**config.mk**
```make
export PLATFORM = sky130hd
export DESIGN_NAME = sample_phase_tuning_window
export DESIGN_NICKNAME = d
export VERILOG_FILES = /design/src/rtl/sptw_pkg.sv /design/src/rtl/sptw_track.sv /design/src/rtl/sample_phase_tuning_window.sv
export SDC_FILE = /design/constraint.sdc
export NUM_CORES = 1
export LEC_CHECK = 0
export BUFFER_PORTS_ARGS = -buffer_cell sky130_fd_sc_hd__clkbuf_2
export CAP_MARGIN = 0
export CORE_MARGIN = 4
export CORE_UTILIZATION = 25
export DETAILED_ROUTE_END_ITERATION = 6
export SKIP_LAST_GASP = 1
export SLEW_MARGIN = 10
export SYNTH_ARGS = -nofsm -noshare
export SYNTH_HDL_FRONTEND = slang
export SYNTH_SLANG_ARGS = --single-unit
```
**constraint.sdc**
```tcl
create_clock -name clk -period 7.4 [get_ports clk]
set_input_delay 0.37 -clock clk [delete_from_list [all_inputs] [get_ports clk]]
set_output_delay 0.37 -clock clk [all_outputs]
set_load 0.05 [all_outputs]
```
**src/rtl/sptw_pkg.sv**
```systemverilog
// Shared types and constants for the sampling phase tuning window.
`timescale 1ns / 1ps

package sptw_pkg;

  localparam int unsigned MAX_PHASES = 16;
  localparam int unsigned PHASE_W = $clog2(MAX_PHASES);
  localparam int unsigned COUNT_W = 5;

  localparam logic [COUNT_W-1:0] PHASE_COUNT_RESET = COUNT_W'(MAX_PHASES);
  localparam logic [1:0] RETRY_LOAD = 2'd3;

  typedef enum logic [1:0] {
    STATUS_SELECTED = 2'd0,
    STATUS_RETRY    = 2'd1,
    STATUS_NO_GOOD  = 2'd2,
    STATUS_TOO_MANY = 2'd3
  } status_t;

  typedef struct packed {
    logic [PHASE_W-1:0] phase_index;
    logic               trial_pass;
    logic               request_start;
    logic               sweep_end;
  } item_t;

  typedef struct packed {
    status_t            status;
    logic [PHASE_W-1:0] chosen_phase;
  } result_t;

endpackage

```
**src/rtl/sptw_track.sv**
```systemverilog
// Run tracking, sticky failure mask, phase selection: one trial per fire cycle.
`timescale 1ns / 1ps

module sptw_track (
  input  logic                                clk,
  input  logic                                rst,
  input  logic                                fire,
  input  sptw_pkg::item_t                     item,
  input  logic [sptw_pkg::COUNT_W-1:0]        phase_count,
  output sptw_pkg::result_t                   result
);

  typedef struct packed {
    logic                                has_last;
    logic [sptw_pkg::PHASE_W-1:0]        last_good;
    logic [sptw_pkg::PHASE_W-1:0]        run_begin;
    logic [sptw_pkg::COUNT_W-1:0]        run_length;
    logic [sptw_pkg::PHASE_W-1:0]        best_begin;
    logic [sptw_pkg::COUNT_W-1:0]        best_length;
    logic [sptw_pkg::COUNT_W-1:0]        runs_seen;
  } sweep_t;

  localparam sweep_t SWEEP_CLEAR = '0;
  localparam logic [sptw_pkg::COUNT_W-1:0] SAT = '1;

  function automatic sweep_t close_run(input sweep_t s);
    sweep_t r;
    r = s;
    if (s.run_length != '0) begin
      if (s.run_length > s.best_length) begin
        r.best_length = s.run_length;
        r.best_begin  = s.run_begin;
      end
      if (s.runs_seen != SAT) begin
        r.runs_seen = s.runs_seen + 1'b1;
      end
      r.run_length = '0;
    end
    return r;
  endfunction

  sweep_t                              sweep;
  sweep_t                              sweep_next;
  logic [sptw_pkg::MAX_PHASES-1:0]     failed_mask;
  logic [sptw_pkg::MAX_PHASES-1:0]     failed_mask_next;
  logic [1:0]                          retries_left;
  logic [1:0]                          retries_left_next;

  sweep_t                              sw_start;
  sweep_t                              sw_upd;
  sweep_t                              sw_end;
  logic [1:0]                          retries_start;
  logic [1:0]                          retries_dec;
  logic                                in_range;
  logic                                good;
  logic                                extend;

  always_comb begin
    sw_start      = item.request_start ? SWEEP_CLEAR : sweep;
    retries_start = item.request_start ? sptw_pkg::RETRY_LOAD : retries_left;

    in_range = {1'b0, item.phase_index} < phase_count;
    good     = in_range && item.trial_pass && !failed_mask[item.phase_index];

    failed_mask_next = failed_mask;
    if (in_range && !good) begin
      failed_mask_next[item.phase_index] = 1'b1;
    end

    extend = sw_start.has_last
          && (({1'b0, sw_start.last_good} + 5'd1) == {1'b0, item.phase_index})
          && (sw_start.run_length != '0);

    sw_upd = sw_start;
    if (good) begin
      if (extend) begin
        if (sw_start.run_length != SAT) begin
          sw_upd.run_length = sw_start.run_length + 1'b1;
        end
      end else begin
        sw_upd            = close_run(sw_start);
        sw_upd.run_begin  = item.phase_index;
        sw_upd.run_length = sptw_pkg::COUNT_W'(1);
      end
      sw_upd.has_last  = 1'b1;
      sw_upd.last_good = item.phase_index;
    end

    sw_end      = close_run(sw_upd);
    retries_dec = (retries_start != 2'd0) ? retries_start - 2'd1 : 2'd0;

    result.status       = sptw_pkg::STATUS_SELECTED;
    result.chosen_phase = '0;
    if (sw_end.runs_seen == '0) begin
      result.status = (retries_dec != 2'd0) ? sptw_pkg::STATUS_RETRY
                                            : sptw_pkg::STATUS_NO_GOOD;
    end else if (sw_end.runs_seen >= phase_count) begin
      result.status = sptw_pkg::STATUS_TOO_MANY;
    end else begin
      result.chosen_phase = sw_end.best_begin + sw_end.best_length[sptw_pkg::COUNT_W-1:1];
    end

    if (item.sweep_end) begin
      sweep_next        = SWEEP_CLEAR;
      retries_left_next = (sw_end.runs_seen == '0) ? retries_dec : retries_start;
    end else begin
      sweep_next        = sw_upd;
      retries_left_next = retries_start;
    end
  end

  always_ff @(posedge clk) begin
    if (rst) begin
      sweep        <= SWEEP_CLEAR;
      failed_mask  <= '0;
      retries_left <= sptw_pkg::RETRY_LOAD;
    end else if (fire) begin
      sweep        <= sweep_next;
      failed_mask  <= failed_mask_next;
      retries_left <= retries_left_next;
    end
  end

endmodule

```
**src/rtl/sample_phase_tuning_window.sv**
```systemverilog
// Top level of the sampling phase tuning window with its stream ports.
`timescale 1ns / 1ps

// The block takes one tuning trial per transfer on the slave stream: the phase
// tried and whether the read was good, with request_start in tuser and the
// last phase of a sweep marked by tlast. Only the transfer that carries tlast
// produces a result on the master stream: the status in tuser and the chosen
// phase in tdata, which is zero unless a phase was selected.
// A trial is held in an input register until it fires; then the run registers
// and the sticky failure mask update and any result lands in the output
// register, from which it transfers once the receiver takes it.
// One trial is accepted every cycle while the output is free to move; the
// rate is set by the run registers, which update as each trial fires.
// Reset clears the failure mask, the run registers and the valid flags of
// both stream registers, reloads three retries and sets phase_count to sixteen.
// When the receiver stalls with a result pending, trials without tlast still
// flow through, and a trial with tlast waits in the input register until the
// output frees up. phase_count is written through phase_count_we only while
// the block is idle; the user must keep to this, as the block does not enforce it.
module sample_phase_tuning_window (
  input  logic       clk,
  input  logic       rst,
  input  logic       phase_count_we,
  input  logic [4:0] phase_count_wdata,
  input  logic       s_axis_tvalid,
  output logic       s_axis_tready,
  input  logic [7:0] s_axis_tdata,   // [3:0] phase_index, [4] trial_pass, [7:5] zero
  input  logic [0:0] s_axis_tuser,   // [0] request_start
  input  logic       s_axis_tlast,
  output logic       m_axis_tvalid,
  input  logic       m_axis_tready,
  output logic [7:0] m_axis_tdata,   // [3:0] chosen_phase, [7:4] zero
  output logic [1:0] m_axis_tuser    // [1:0] status
);

  logic [sptw_pkg::COUNT_W-1:0] phase_count;
  logic                         s1_valid;
  sptw_pkg::item_t              s1_item;
  logic                         s1_fire;
  logic                         out_space;
  sptw_pkg::result_t            result;
  sptw_pkg::result_t            out_result;

  always_ff @(posedge clk) begin
    if (rst) begin
      phase_count <= sptw_pkg::PHASE_COUNT_RESET;
    end else if (phase_count_we) begin
      phase_count <= phase_count_wdata;
    end
  end

  assign out_space     = !m_axis_tvalid || m_axis_tready;
  assign s1_fire       = s1_valid && (!s1_item.sweep_end || out_space);
  assign s_axis_tready = !s1_valid || s1_fire;

  always_ff @(posedge clk) begin
    if (rst) begin
      s1_valid <= 1'b0;
    end else if (s_axis_tready) begin
      s1_valid <= s_axis_tvalid;
    end
  end

  always_ff @(posedge clk) begin
    if (s_axis_tvalid && s_axis_tready) begin
      s1_item.phase_index   <= s_axis_tdata[3:0];
      s1_item.trial_pass    <= s_axis_tdata[4];
      s1_item.request_start <= s_axis_tuser[0];
      s1_item.sweep_end     <= s_axis_tlast;
    end
  end

  sptw_track u_track (
    .clk         (clk),
    .rst         (rst),
    .fire        (s1_fire),
    .item        (s1_item),
    .phase_count (phase_count),
    .result      (result)
  );

  always_ff @(posedge clk) begin
    if (rst) begin
      m_axis_tvalid <= 1'b0;
    end else if (s1_fire && s1_item.sweep_end) begin
      m_axis_tvalid <= 1'b1;
    end else if (m_axis_tready) begin
      m_axis_tvalid <= 1'b0;
    end
  end

  always_ff @(posedge clk) begin
    if (s1_fire && s1_item.sweep_end) begin
      out_result <= result;
    end
  end

  assign m_axis_tdata = {4'b0000, out_result.chosen_phase};
  assign m_axis_tuser = out_result.status;

  a_chosen_zero_unless_selected : assert property (
    @(posedge clk) disable iff (rst)
    m_axis_tvalid && (m_axis_tuser != sptw_pkg::STATUS_SELECTED) |-> m_axis_tdata == 8'd0
  ) else $error("chosen phase is nonzero on a result that selected no phase");

  a_sweep_end_gives_result : assert property (
    @(posedge clk) disable iff (rst)
    s1_fire && s1_item.sweep_end |=> m_axis_tvalid
  ) else $error("end of sweep did not produce a result");

  a_accept_fills_stage : assert property (
    @(posedge clk) disable iff (rst)
    s_axis_tvalid && s_axis_tready |=> s1_valid
  ) else $error("accepted trial was lost before the input register");

  a_no_overwrite_pending : assert property (
    @(posedge clk) disable iff (rst)
    m_axis_tvalid && !m_axis_tready |-> !(s1_fire && s1_item.sweep_end)
  ) else $error("pending result would be overwritten");

endmodule
```
# == Yosys cells after proc, flatten, opt, wreduce, memory -nomap -nowiden ==
# Index checks and enable logic that the tools add are counted.
# totals
regBits,66
in_bits,20
# op_classes
n_addsub,6
magnitude_cmp,6
n_eq_ne,4
mux,26
bitwise,1
n_reduce_logical,25
# ops
operator,count
two-way mux 28 bit,3
two-way mux 14 bit,3
two-way mux 5 bit,4
two-way mux 9 bit,2
OR 16 bit,1
adder 5 x 1 -> 5 bit (second input constant),3
!= test 5 bit (second input constant),3
two-way mux 2 bit,7
> comparator 5 bit,2
nonzero test 5 bit,2
logical AND 1 bit,9
nonzero test 2 bit,3
adder 4 x 1 -> 5 bit (second input constant),1
equality test 5 x 4 -> 1 bit,1
greater-or-equal comparator 5 bit,1
logical NOT 1 bit,5
logical NOT 5 bit,1
< comparator 4 x 5 -> 1 bit,1
< comparator 4 x 5 -> 1 bit (second input constant),1
adder 4 bit,1
binary-select mux 1 bit (select 4 bit),1
demux 1 bit (select 4 bit),1
greater-or-equal comparator 4 x 1 -> 1 bit (second input constant),1
two-way mux 1 bit,4
5 further kinds,7

# == Longest topological paths before layout ==
# Gate-level depths: netlist of run 1.
# depth
depth_word,13
ltp_mapped,28
ltp_nobuf,24

# == Modules after synthesis ==
# From an unflattened synthesis of run 1, not the netlist that was laid out.
# hier_totals
cells_unflattened,479
hier_area_um2,4240.3
# modules_own_cells
mod,instances,cells_each,area_each_um2,seq_area_each_um2
sptw_track,1,433,3530.9,920.9
sample_phase_tuning_window,1,46,709.4,530.5

# == Worst setup path after synthesis of run 1 ==
# No wires, ideal clock.
# synth_timing
kind,register -> register
startpoint,reg s1_item[1] (netlist name)
endpoint,"reg out_result, in the netlist m_axis_tdata[3] (data pin)"
setup_time_ns,0.167
t_arrival_ns,5.709
required_time_ns,7.233
slack_ns,1.524
stages_incl_launch_ff,26
path_buffers,5
cell_sequence,edfxtp_1 > buf_2 > buf_1 > buf_1 > nor2b_1 > ha_1 > xnor2_1 > and4_1 > nand3_1 > o211ai_1 > nor4b_1 > clkbuf_1 > mux2i_1 > ha_1 > o21a_1 > o21a_1 > o21a_1 > o22ai_1 > a31oi_1 > clkbuf_1 > o31ai_1 > ha_1 > a21o_1 > a21o_1 > a211o_1 > a211oi_1
# synth_between
elab_chain_cells,12
word_cells_on_any_way,30
# synth_rtl
element,line,rtl
start: declaration,sample_phase_tuning_window.sv:38,sptw_pkg::item_t s1_item;
two-way mux 28 bit (*),sptw_track.sv:59,sw_start = item.request_start ? SWEEP_CLEAR : sweep;
adder 4 x 1 -> 5 bit,sptw_track.sv:71,"&& (({1'b0, sw_start.last_good} + 5'd1) == {1'b0, item.phase_index})"
equality test 5 x 4 -> 1 bit,sptw_track.sv:71,
logical AND 1 bit,sptw_track.sv:71,
logical AND 1 bit,sptw_track.sv:72,&& (sw_start.run_length != '0);
two-way mux 14 bit,sptw_track.sv:76,if (extend) begin
two-way mux 28 bit (*),sptw_track.sv:75,if (good) begin
adder 5 x 1 -> 5 bit or != test 5 bit (tied branches),"sptw_track.sv:35, sptw_track.sv:34",
two-way mux 5 bit,sptw_track.sv:34,if (s.runs_seen != SAT) begin
two-way mux 14 bit (*),sptw_track.sv:29,if (s.run_length != '0) begin
greater-or-equal comparator 5 bit or logical NOT 5 bit (tied branches),"sptw_track.sv:97, sptw_track.sv:94",
OR reduction 2 bit (no line),-,
end signal: assignment,sample_phase_tuning_window.sv:94,out_result <= result;
end: declaration,sample_phase_tuning_window.sv:42,sptw_pkg::result_t out_result;
# Every way passes the cells marked *; elsewhere a longest branch is shown, timed or not.
# A chain may end at the register's enable or synchronous reset.

# == Worst setup path in the final report of run 1 ==
# layout_timing
startpoint,reg s1_item[4] (netlist name)
endpoint,"reg out_result, in the netlist m_axis_tdata[3] (data pin)"
# layout_between
elab_chain_cells,10
word_cells_on_any_way,24
# layout_rtl
element,line
binary-select mux 1 bit (select 4 bit) or equality test 5 x 4 -> 1 bit (tied branches),"sptw_track.sv:63, sptw_track.sv:71"
two-way mux 1 bit (not written as such) or logical AND 1 bit (tied branches),"sptw_track.sv:63, sptw_track.sv:71"
logical NOT 1 bit or logical AND 1 bit (tied branches),"sptw_track.sv:63, sptw_track.sv:72"
logical AND 1 bit or two-way mux 14 bit (tied branches),"sptw_track.sv:63, sptw_track.sv:76"
two-way mux 28 bit (*),sptw_track.sv:75
adder 5 x 1 -> 5 bit or != test 5 bit (tied branches),"sptw_track.sv:35, sptw_track.sv:34"
two-way mux 5 bit,sptw_track.sv:34
two-way mux 14 bit (*),sptw_track.sv:29
greater-or-equal comparator 5 bit or logical NOT 5 bit (tied branches),"sptw_track.sv:97, sptw_track.sv:94"
OR reduction 2 bit (no line),-
# Every way passes the cells marked *; elsewhere a longest branch is shown, timed or not. The select of a mux whose other input is x is not followed.

==> metrics.md, run 1 <==
| Metric | Value |
|---|---|
| Worst-case clock buffer depth | 2 |
| Origin of the critical flop-to-flop path | s1_item[4] |
| Type of origin of the critical path | flop |
| Final Hold Vio Count | 0 |
| Leak | between 1.5 and 2 nW |
| Worst EP arrival | 6.37 ns |
| Initial core utilization | between 20 and 30% |
| Crit path max fanout | 13 |
| Total routed wirelength | roughly 10000 um |
| RSZ-0062 raised after global routing | false |
| H-tree depth | 3 |
| Switching Share | a little over a quarter |
| Setup bufs post-CTS | 0 |
| Vias in the first global route | approximately 3400 |
| Max_slew headroom | a little over a third |
| Port Buffers | 24 |
| Hold Crit Depth | 1 |
| Drt drc | 0 |
| Int Pwr | around 0.00066 W |
| Avg Synthesized Cell Area | roughly 8.5 um^2 |
| Reg2Reg Depth | 19 |
| Final net count | approximately 560 |
| Reg power frac | approximately 43% |
| Pwr Total | around 0.00090 W |
| Setup TNS | 0 ns |
| Die W | between 100 and 150 um |
| Via count | about 3600 |
| Worst vdd ir | ~130 uV |
| Syn Std Cell Area | ~0.0042 mm^2 |
| Synth cell types | 66 |
| First-pass GRT wire length | about 17000 um |
| R2R Setup Slk | between 1 and 1.5 ns |
| Die height | approximately 140 um |
| Clock network power share | a little under half |
| Core box area | ~0.017 mm^2 |
| Slew at the pin closest to its max-slew limit | between 0.9 and 1 ns |
| Met2 usage | between 10% and 20% |
| Global route total overflow | 0 |
| DIE AREA | approximately 0.019 mm^2 |
| Largest net degree at the start of global routing | 54 |
| Clk sink count | between 60 and 70 |
| Status | completed |
| Psw | about 0.00024 W |
| Met1 Use GR | around 14% |
| Sequential share of the synthesized area | 34.3% |
| Asr flop ratio synth | 0% |
| Post-DP HPWL | a little over 7000 um |
| All-Layer GR Usage | a little over a tenth |
| Post-Synthesis Cells | just under 500 |
| Final ANT Viol Nets | 0 |
| Share of layout cells above drive strength 1 | between 10% and 20% |
| Clk_lat worst skew | between 0.3 and 0.4 ns |
| Via/cell ratio | just under 5 |
| Hold Crit Class | in -> reg |
| MaxCap Viol Count | 0 |
| Hold Path Sink | s1_item[3] |
| CTS Hold Bufs | 0 |
| FF+latch count, synth | 66 |
| Max frequency | between 150 and 200 MHz |
| Initial DRC count | around 170 |
| Setup-failing EPs final | 0 |
| Area delta synth->final | 14.6% |
| Clock skew | 0.00862 ns |
| TritonCTS clock tree | built |
| Ys Warns | 0 |
| Ant. Diodes | 0 |
| Initial DRT Pass Iterations | 4 |
| Ports | 32 |
| Clock Pin Slew Worst Setup and Hold Paths | 0.06 ns |
| Cts repair resizes | 0 |
| CP Class | reg -> reg |
| Comb power frac | slightly below 10% |
| WP data required | approximately 7.5 ns |
| PwrDens | 186 mW/mm^2 |
| Cts bufs inserted | 9 |
| Number of synthesized flops with an enable pin | 13 |
| CP endpoint kind | flop |
| Routability cong. | approximately 0.84 |
| Top Usage Layer GRT | met2 |
| WL per Instance | ~14 um |
| Ys flop type | dfxtp_1 |
| Hold_sp | s_axis_tdata[0] |
| Tmin final | 6.23 ns |
| Root Buffer | clkbuf_16 |
| Final Max Tran Viols | 0 |
| Period utilization | 84.2% |
| Row cnt | 47 |
| Worst hold slack | roughly 0.21 ns |
| Antenna violations before repair | 0 |
| R2R Path End | m_axis_tdata[3] |
| Met3 Use GR | 2.11% |
[layout make-up]
| type | count | area, um^2 |
|---|---|---|
| fillers | 1778 | 11700 |
| inverters | 22 | 82.6 |
| flip-flops and latches | 66 | 1450 |
| well taps | 220 | 275 |
| repair buffers | 31 | 173 |
| multi-input cells | 381 | 2570 |
| clock buffers | 9 | 225 |
| clock inverters | 7 | 68.8 |
[metrics by stage]
step / instance area [um^2] / util, % / cells / setup slack, ns
6_report: 4840 / 29.2 / 736 / 1.17
5_1_grt: 4840 / 29.2 / 736 / 0.725
4_1_cts: 4840 / 29.2 / 736 / 1.13
3_5_place_dp: 4550 / 27.4 / 720 / 1.18
3_3_place_gp: 4550 / 27.4 / 720 / 1.26
2_1_floorplan: 4240 / - / 499 / 1.52
[metal layers]
metal	routed length (um)	up-vias
met1	4740	1672
met4	204	0
met3	435	13
met2	4710	71
li1	-	1823
met5	0	-
[cells in the final DEF, fill, tap and decap left out, drive strengths merged, types with 10 or more instances in the layout]
master and instances:
dfxtp 53, nand4 12, nor3 10, nand2 36, edfxtp 13, inv 23, clkbuf 33, mux2i 18
nor2b 20, o21ai 16, a22oi 21, a21oi 38, nor2 63, nand3 12, ha 24
[cell usage after synthesis (3+ instances only)]
library cell | n | share of area (%)
a31oi_1 | 6 | 0.89
nor3_1 | 10 | 1.2
clkbuf_1 | 16 | 1.4
inv_1 | 21 | 1.9
nor2b_1 | 20 | 3.0
buf_4 | 6 | 1.1
mux2i_1 | 18 | 4.3
edfxtp_1 | 13 | 9.2
buf_2 | 4 | 0.47
o21a_1 | 5 | 0.89
o21ai_0 | 15 | 1.8
xnor2_1 | 7 | 1.5
nand2b_1 | 6 | 0.89
and3_1 | 8 | 1.2
nor3b_1 | 3 | 0.53
nand2_1 | 36 | 3.2
a22oi_1 | 21 | 3.7
nor2_1 | 63 | 5.6
dfxtp_1 | 53 | 25
xor2_1 | 7 | 1.5
mux4_2 | 3 | 1.6
o211ai_1 | 4 | 0.71
a2bb2oi_1 | 3 | 0.62
ha_1 | 24 | 7.1
a21oi_1 | 38 | 4.5
nand3_1 | 12 | 1.4
buf_1 | 3 | 0.27
nand4_1 | 12 | 1.8
o31ai_1 | 3 | 0.53
a21o_1 | 7 | 1.2
and2_1 | 5 | 0.74
mux2_2 | 3 | 0.80
[worst max path at each step]
stage / start / cells after the start / endpoint / slack, ns
after floorplan: s1_item[1] / 25 / m_axis_tdata[3] / 1.52
after global placement: s1_item[4] / 19 / m_axis_tdata[3] / 1.26
after detailed placement: s1_item[4] / 19 / m_axis_tdata[3] / 1.18
after CTS: s1_item[4] / 19 / m_axis_tdata[3] / 1.13
after global routing: s1_item[4] / 19 / m_axis_tdata[3] / 0.73
final: s1_item[4] / 19 / m_axis_tdata[3] / 1.17
[logic make-up (layout without fill, tap and decap cells)]
kind of cell,Yosys count,in the layout,synth area share (%)
adders and majority gates,25,25,7.58
AOI/OAI and AO/OA,125,125,20.6
muxes,26,26,7.28
buffers and inverters,52,69,5.30
DFF,66,66,34.3
xor gates and xnor gates,14,14,2.90
other,1,4,0.0887
and+or+nand+nor,187,187,21.9
[worst max-delay path, stage by stage (launching register included)]
cell	delay, ns
edfxtp_1	0.70
mux4_2	0.57
a22oi_1	0.22
and4_1	0.44
o211ai_1	0.25
nor4b_2	0.42
buf_4	0.28
mux2i_1	0.33
ha_1	0.31
o21a_1	0.11
o21a_1	0.16
o21a_1	0.16
o22ai_1	0.19
a31oi_1	0.21
o31ai_1	0.53
ha_1	0.32
a21o_1	0.18
a21o_1	0.18
a211o_1	0.22
a211oi_1	0.26
[registers in the layout, indices dropped and copies added (netlist names)]
name,flops
m_axis_tuser,2
m_axis_tdata,4
s1_item,7
phase_count,5
u_track.sweep,28
u_track.failed_mask,16
u_track.retries_left,2
m_axis_tvalid,1
s1_valid,1
[power by group through the flow]
stage	Combinational [W]	Sequential [W]	Clock, W
final	0.0000893	0.000386	0.000426
after detailed placement	0.0000895	0.000394	0
after CTS	0.0000899	0.000386	0.000436
after global routing	0.0000986	0.000387	0.000448
after floorplan	0.0000710	0.000389	0
after global placement	0.0000892	0.000394	0
Power figures use the tool's default switching activity.
==> run 2, diff against run 1 <==
- ABC_AREA: not set -> 1
- clock period: 7.4 -> 6.31 ns (I/O delays scaled with it)
==> run 2 against run 1 <==
Die area up 9.5%. Routed wire length is 10% higher. Critical path depth up 9. First-iteration DRC count rose by 65%. Count of clock-buffer cells in the layout is 1 higher. Sequential power rose by 19%.
==> metrics.md, run 2 <==
| Metric | Value |
|---|---|
| Status | completed |
| Post-DP HPWL | 7950 um (+10%) |
| Area leader, netlist | dfxtp_1 |
| Row cnt | 49 (+4.3%) |
| Synth Area in Adders | 6.88% (-0.70 points) |
| Post-Synthesis Cells | 685 (+38%) |
| Clock Pin Slew Worst Setup and Hold Paths | 0.06 ns (about the same) |
| Clk sink count | 66 (unchanged) |
| Avg Synthesized Cell Area | 6.79 um^2 (-20%) |
| CP Class | reg -> reg |
| Core box area | 0.0181 mm^2 (+9.4%) |
| MaxCap Viol Count | 0 (unchanged) |
| Ys Warns | 0 (unchanged) |
| Xor/xnor cell area share of the yosys netlist | 0.941% (-2.0 points) |
| CP endpoint kind | flop |
| Top reg by flops | u_track.sweep |
| Max_slew headroom | 37.3% (+0.82 points) |
| DIE AREA | 0.0209 mm^2 (+9.5%) |
| Simple-gate share of the synthesized area | 36.4% (+14 points) |
| Ports | 32 (unchanged) |
| Leak | 2.46 nW (+29%) |
| Ys flop type | dfxtp_1 |
| Most frequent cell after synthesis | nand2_1 |
| Commonest non-fill, non-tap cell in the layout | nand2_1 |
| Total routed wirelength | 11100 um (+10%) |
| Post-route cell area | 0.00528 mm^2 (+8.9%) |
| Antenna violations before repair | 0 (unchanged) |
| CP max stage delay | 0.41 ns (-0.29 ns) |
| Top cells by count, synth | nand2_1 (212), inv_1 (89), a21oi_1 (61), dfxtp_1 (53), nand3_1 (42) |
| Final Hold Vio Count | 0 (unchanged) |
| Final net count | 746 (+34%) |
| Worst vdd ir | 155 uV (+18%) |
| Top Registers | u_track.sweep: 28 flops, u_track.failed_mask: 16 flops, s1_item: 7 flops |
| Largest net degree at the start of global routing | 54 (unchanged) |
| Initial DRC count | 283 (+65%) |
| Area delta synth->final | 13.4% |
| Cts bufs inserted | 9 (unchanged) |
| Number of synthesized flops with an enable pin | 13 (unchanged) |
| Synth cell types | 46 (-30%) |
| Setup-failing EPs final | 0 (unchanged) |
| Place WS | 1.05 ns (-0.126 ns) |
| Global route total overflow | 0 (unchanged) |
| Root Buffer | clkbuf_16 |
| Sequential share of the synthesized area | 31.2% (-3.2 points) |
| Crit path max fanout | 16 (+3) |
| Top-area cell type share of the netlist area | 22.8% (-2.3 points) |
| Type of origin of the critical path | flop |
| All-Layer GR Usage | 11.4% (+0.83 points) |
| Ant. Diodes | 0 (unchanged) |
| Area contributors post-synth | dfxtp_1 (23%), nand2_1 (17%), edfxtp_1 (8.4%) |
| Period utilization | 84.3% (about the same) |
| Layout fillers | 2016 (+13%) |
| Initial core utilization | 25.6% (+0.16 points) |
| Port Buffers | 24 (unchanged) |
| Share of layout cells above drive strength 1 | 15.7% (+2.2 points) |
| Max frequency | 188 MHz (+17%) |
| PnR worst setup slack | 0.992 ns (-0.175 ns) |
| H-tree depth | 3 (unchanged) |
| Die height | 144 um (+4.7%) |
| Critical Path Most Common Cell | nand2_1 |
| Hold Crit Class | in -> reg |
| Dpl cell area | 0.00493 mm^2 (+8.4%) |
| Fin cells | 935 (+27%) |
| First-pass GRT wire length | 19100 um (+12%) |
| FF+latch count, synth | 66 (unchanged) |
| WL per Instance | 11.9 um (-13%) |
| CTS Hold Bufs | 0 (unchanged) |
| Post-synthesis compound-gate area fraction | 12.1% (-8.5 points) |
| TritonCTS clock tree | built |
| Tmin final | 5.32 ns (-0.915 ns) |
| Final Max Tran Viols | 0 (unchanged) |
| Crit-path slowest cell | edfxtp_1 |
| Routability cong. | 0.835 (-0.98%) |
| Commonest non-fill, non-tap cells in the layout | nand2_1 (212), inv_1 (89), a21oi_1 (61) |
| Mux cell area share after synthesis | 0.645% (-6.6 points) |
| Initial DRT Pass Iterations | 4 (unchanged) |
| Via count | 4182 (+17%) |
| Die W | 144 um (+4.7%) |
| RSZ-0062 raised after global routing | false |
| Drt drc | 0 (unchanged) |
| Max reg flops | 28 (unchanged) |
| Setup bufs post-CTS | 0 (unchanged) |
| Placed cells | 919 (+28%) |
| Vias in the first global route | 3915 (+15%) |
| WP data required | 6.40 ns (-1.14 ns) |
| Cts repair resizes | 0 (unchanged) |
| Worst-case clock buffer depth | 2 (unchanged) |
| Via/cell ratio | 4.47 (-8.0%) |
| Slew at the pin closest to its max-slew limit | 0.938 ns (-0.0113 ns) |
| PwrDens | 242 mW/mm^2 (+30%) |
| Main combinational cell family by area after synthesis | simple AND/OR/NAND/NOR gates |
| Setup TNS | 0 ns (unchanged) |
| Final ANT Viol Nets | 0 (unchanged) |
| Syn Std Cell Area | 0.00465 mm^2 (+10%) |
| Worst EP arrival | 5.41 ns (-0.96 ns) |
| Asr flop ratio synth | 0% (unchanged) |
| Clock skew | 0.00758 ns (-0.00104 ns) |
| Clk_lat worst skew | 0.34 ns (about the same) |
-- run 2: cell count changes in the layout (fill, tap and decap cells not counted), moves of 9 or more --
cell and delta:
nand2_1 +176, a22oi_1 -21, inv_1 +68, nor2_4 +9, a21oi_1 +23, mux2i_1 -15
nand2_2 +15, nor2_1 -29, nor2b_1 -20, nand3_1 +30
-- run 2: cells by family (layout without fill, tap and decap cells) --
logic type	Yosys count	count (layout)
other	1	4
and+or+nand+nor	356	356
DFF	66	66
AOI/OAI and AO/OA	103	103
xor gates and xnor gates	5	5
muxes	3	3
buffers and inverters	126	144
adders and majority gates	25	25
-- run 2: stage by stage --
step	power [W]	hold WS [ns]	util (%)
after global routing	0.00135	0.133	29.1
final	0.00128	0.150	29.1
after detailed placement	0.000714	0.442	27.2
after global placement	0.000712	0.437	27.2
after floorplan	0.000671	0.414	-
after CTS	0.00130	0.134	29.1
-- run 2: final cells by class --
type / count / area (um^2) / share of cell area (%)
Clock inverter: 6 / 93.8 / 1.78
Multi-Input combinational cell: 496 / 2660 / 50.5
Clock buffer: 10 / 250 / 4.74
Inverter: 99 / 374 / 7.09
Timing Repair Buffer: 29 / 158 / 2.99
Sequential cell: 66 / 1450 / 27.5
Tap cell: 229 / 287 / 5.43
-- run 2: worst paths after layout --
kind | startpoint | depth (start not counted) | slack, ns | endpoint
worst max-delay path | s1_item[1] | 28 | 0.99 | m_axis_tdata[3]
worst min-delay path | s_axis_tdata[0] | 1 | 0.15 | s1_item[3]
worst max register to register | s1_item[1] | 28 | 0.99 | m_axis_tdata[3]
worst min register to register | u_track.failed_mask[1] | 2 | 0.45 | u_track.failed_mask[1]
-- run 2: routing by layer --
metal,global-route usage (%),part of all wire [%],up-vias
li1,-,-,2215
met1,14.8,49,1878
met2,18.5,46,75
met3,3.21,4.1,14
met4,3.53,1.6,0
met5,0,0,-
-- run 2: critical path, delay by kind of cell, from the launching register on --
| family | cells | cell delay, ns |
|---|---|---|
| simple gates | 12 | 1.68 |
| compound gates | 7 | 1.10 |
| fa+ha+maj | 3 | 0.95 |
| buf+inv | 5 | 0.70 |
| flops | 1 | 0.41 |
| mux | 1 | 0.20 |
-- run 2: report_power, final --
| part | internal [W] | switching, W |
|---|---|---|
| clock network | 0.000373 | 0.000198 |
| registers | 0.000448 | 0.0000116 |
| logic | 0.0000793 | 0.000167 |
| total | 0.000900 | 0.000376 |
==> run 3, diff against run 2 <==
- ABC_AREA: 1 -> 0
- clock period: 6.31 -> 4.58 ns (I/O delays scaled with it)
==> run 3 against run 2 <==
The run now ends with negative setup slack left. Sequential share of layout area down 3.4 points. Total power increased by 23%. Hold slack got worse by 0.079 ns. Sequential power grew 34%. Flip-flop and latch count is the same. Critical path type unchanged. Count of clock-buffer cells in the layout increased by 1. Setup slack worse by 1.4 ns. Critical endpoint unchanged. Global-route usage up 1.3 points. First-iteration DRC count down 15%. Register-to-register slack got worse by 1.4 ns. Largest cell class unchanged. Die area shrank 8.7%.
==> metrics.md, run 3 (synthesis results as in run 1) <==
| Metric | Value |
|---|---|
| Initial core utilization | 25.5% (-0.16 points) |
| Post-route cell area | 0.00602 mm^2 (+14%) |
| Share of layout cells above drive strength 1 | 34.8% (+19 points) |
| Crit path max fanout | 6 (-10) |
| Critical path's top delay family | compound AO/OA/AOI/OAI gates |
| H-tree depth | 3 (unchanged) |
| MaxCap Viol Count | 0 (unchanged) |
| Hold Crit Class | in -> reg |
| Slew at the pin closest to its max-slew limit | 0.986 ns (+0.0485 ns) |
| CP endpoint kind | flop |
| Critical Path Most Common Cell | o21a_1 |
| Max frequency | 200 MHz (+6.5%) |
| Tmin final | 4.99 ns (-0.323 ns) |
| Largest net degree at the start of global routing | 54 (unchanged) |
| All-Layer GR Usage | 12.7% (+1.3 points) |
| Placed cells | 810 (-12%) |
| DIE AREA | 0.0191 mm^2 (-8.7%) |
| RSZ-0062 raised after global routing | true |
| Final Hold Vio Count | 0 (unchanged) |
| Commonest non-fill, non-tap cell in the layout | buf_4 |
| CP max stage delay | 0.50 ns (+0.09 ns) |
| CP endpoint | m_axis_tdata[3] |
| Routability cong. | 0.839 (+0.52%) |
| Drt drc | 0 (unchanged) |
| TritonCTS clock tree | built |
| Clock Pin Slew Worst Setup and Hold Paths | 0.06 ns (about the same) |
| Port Buffers | 24 (unchanged) |
| Layout fillers | 1698 (-16%) |
| Area delta synth->final | 42.3% |
| Die W | 138 um (-4.4%) |
| PnR worst setup slack | -0.415 ns (-1.41 ns) |
| Max_slew headroom | 33.9% (-3.3 points) |
| Core box area | 0.0166 mm^2 (-8.6%) |
| Final net count | 666 (-11%) |
| Initial DRT Pass Iterations | 5 (+1) |
| CP Class | reg -> reg |
| Dpl cell area | 0.00530 mm^2 (+7.5%) |
| PwrDens | 261 mW/mm^2 (+7.7%) |
| Global route total overflow | 0 (unchanged) |
| Die height | 138 um (-4.4%) |
| Max reg flops | 28 (unchanged) |
| First-pass GRT wire length | 20300 um (+6.4%) |
| Final ANT Viol Nets | 0 (unchanged) |
| Worst vdd ir | 188 uV (+22%) |
| Clock skew | 0.00884 ns (+0.00127 ns) |
| Initial DRC count | 240 (-15%) |
| Setup TNS | -0.892 ns (-0.892 ns) |
| Clk_lat worst skew | 0.33 ns (about the same) |
| R2R Path End | m_axis_tdata[3] |
| Status | complete, but fails checks |
| Failing checks | negative setup slack |
| Setup-failing EPs final | 3 (+3) |
| Top Registers | u_track.sweep: 28 flops, u_track.failed_mask: 16 flops, s1_item: 7 flops |
| Worst Path Buf+Inv | 3 (-2) |
| Origin of the critical flop-to-flop path | s1_item[4] |
| WP data required | 4.73 ns (-1.67 ns) |
| Via/cell ratio | 4.81 (+7.6%) |
| Worst-path cell chain | ha_1, a2111oi_1, or3_1, o211a_4, and3_4, mux2i_1, nor2_1, inv_1, ha_4, nor2b_1, o21a_1, o21a_1, o21a_1, o22ai_2, a31oi_1, buf_4, buf_12, o31ai_4, ha_1, a21o_1, a21o_1, a211o_1, a211oi_1 |
| Vias in the first global route | 4158 (+6.2%) |
| Row cnt | 47 (-4.1%) |
| Root Buffer | clkbuf_16 |
| Clk sink count | 66 (unchanged) |
| Fin cells | 846 (-9.5%) |
| Leak | 2.52 nW (+2.7%) |
| Worst-case clock buffer depth | 2 (unchanged) |
| Ports | 32 (unchanged) |
| Worst Setup SP | s1_item[4] |
| Crit-path slowest cell | edfxtp_1 |
| Period utilization | 109% (+25 points) |
| Final Max Tran Viols | 0 (unchanged) |
| Type of origin of the critical path | flop |
| R2R Setup Slk | -0.41 ns (-1.41 ns) |
| Commonest non-fill, non-tap cells in the layout | buf_4 (110), nor2_1 (62), dfxtp_1 (53) |
| Reg2Reg Depth | 23 (-18%) |
| Cts bufs inserted | 9 (unchanged) |
| Worst EP arrival | 5.15 ns (-0.26 ns) |
| Total routed wirelength | 11800 um (+6.2%) |
| Pwr Total | 0.00157 W (+23%) |
| Stages on worst setup path | 23 (-18%) |
| Via count | 4073 (-2.6%) |
| Post-DP HPWL | 8600 um (+8.2%) |
| Antenna violations before repair | 0 (unchanged) |
| Ant. Diodes | 0 (unchanged) |
| Top reg by flops | u_track.sweep |
| WL per Instance | 14.0 um (+17%) |
run 3: stage by stage:
stage               setup WS [ns]  hold WS (ns)  utilization [%]
floorplan                  -0.479         0.328                -
global placement           -0.300         0.406             32.0
detailed placement         -0.391         0.408             32.0
CTS                        -0.305        0.0594             35.6
global route               -0.771        0.0603             36.3
finish                     -0.415        0.0705             36.3
run 3: final cells by class:
type                    count  area (um^2)  area share (%)
well taps                 220          275            4.58
repair buffers            141         1030            17.2
inverters                  22         85.1            1.41
clock inverters             5         60.1           0.998
flip-flops and latches     66         1450            24.1
multi-input cells         381         2860            47.5
clock buffers              11          253            4.20
run 3: worst min path at each step:
stage                    start         end  slack, ns  cells past startpoint
2_1_floorplan     s_axis_tlast  s1_item[0]       0.33                      0
3_3_place_gp   s_axis_tdata[2]  s1_item[5]       0.41                      1
3_5_place_dp   s_axis_tdata[4]  s1_item[2]       0.41                      1
4_1_cts        s_axis_tdata[4]  s1_item[2]       0.06                      1
5_1_grt           s_axis_tlast  s1_item[0]       0.06                      1
6_report       s_axis_tdata[4]  s1_item[2]       0.07                      1
run 3: repair_timing:
| action | 4_1_cts | 5_1_grt |
|---|---|---|
| setup buffers | 21 | 5 |
| endpoints found under the hold margin | 0 | 0 |
| resized for setup | 34 | 19 |
| endpoints found under the setup margin | 6 | 7 |
| pin swaps | 19 | 15 |
| hold buffers | 0 | 0 |
run 3: power breakdown:
part | switching, W | internal, W | total (W)
sequential | 0.0000103 | 0.000605 | 0.000615
clock | 0.000273 | 0.000453 | 0.000727
combinational | 0.000126 | 0.0000993 | 0.000225
run 3: worst reg2reg max path, cell delays in order (launching register included):
cell and delay, ns:
edfxtp_1 0.50, ha_1 0.31, a2111oi_1 0.41, or3_1 0.24, o211a_4 0.19, and3_4 0.19
mux2i_1 0.17, nor2_1 0.07, inv_1 0.12, ha_4 0.21, nor2b_1 0.14, o21a_1 0.18
o21a_1 0.16, o21a_1 0.17, o22ai_2 0.10, a31oi_1 0.06, buf_4 0.19, buf_12 0.13
o31ai_4 0.18, ha_1 0.27, a21o_1 0.17, a21o_1 0.18, a211o_1 0.24, a211oi_1 0.23
run 3: layer usage:
| layer | GRT usage [%] | up-vias | part of all wire (%) |
|---|---|---|---|
| met4 | 4.37 | 0 | 2.0 |
| met1 | 16.6 | 1909 | 46 |
| met5 | 0 | - | 0 |
| met3 | 2.49 | 23 | 4.9 |
| met2 | 20.9 | 97 | 47 |
| li1 | - | 2044 | - |
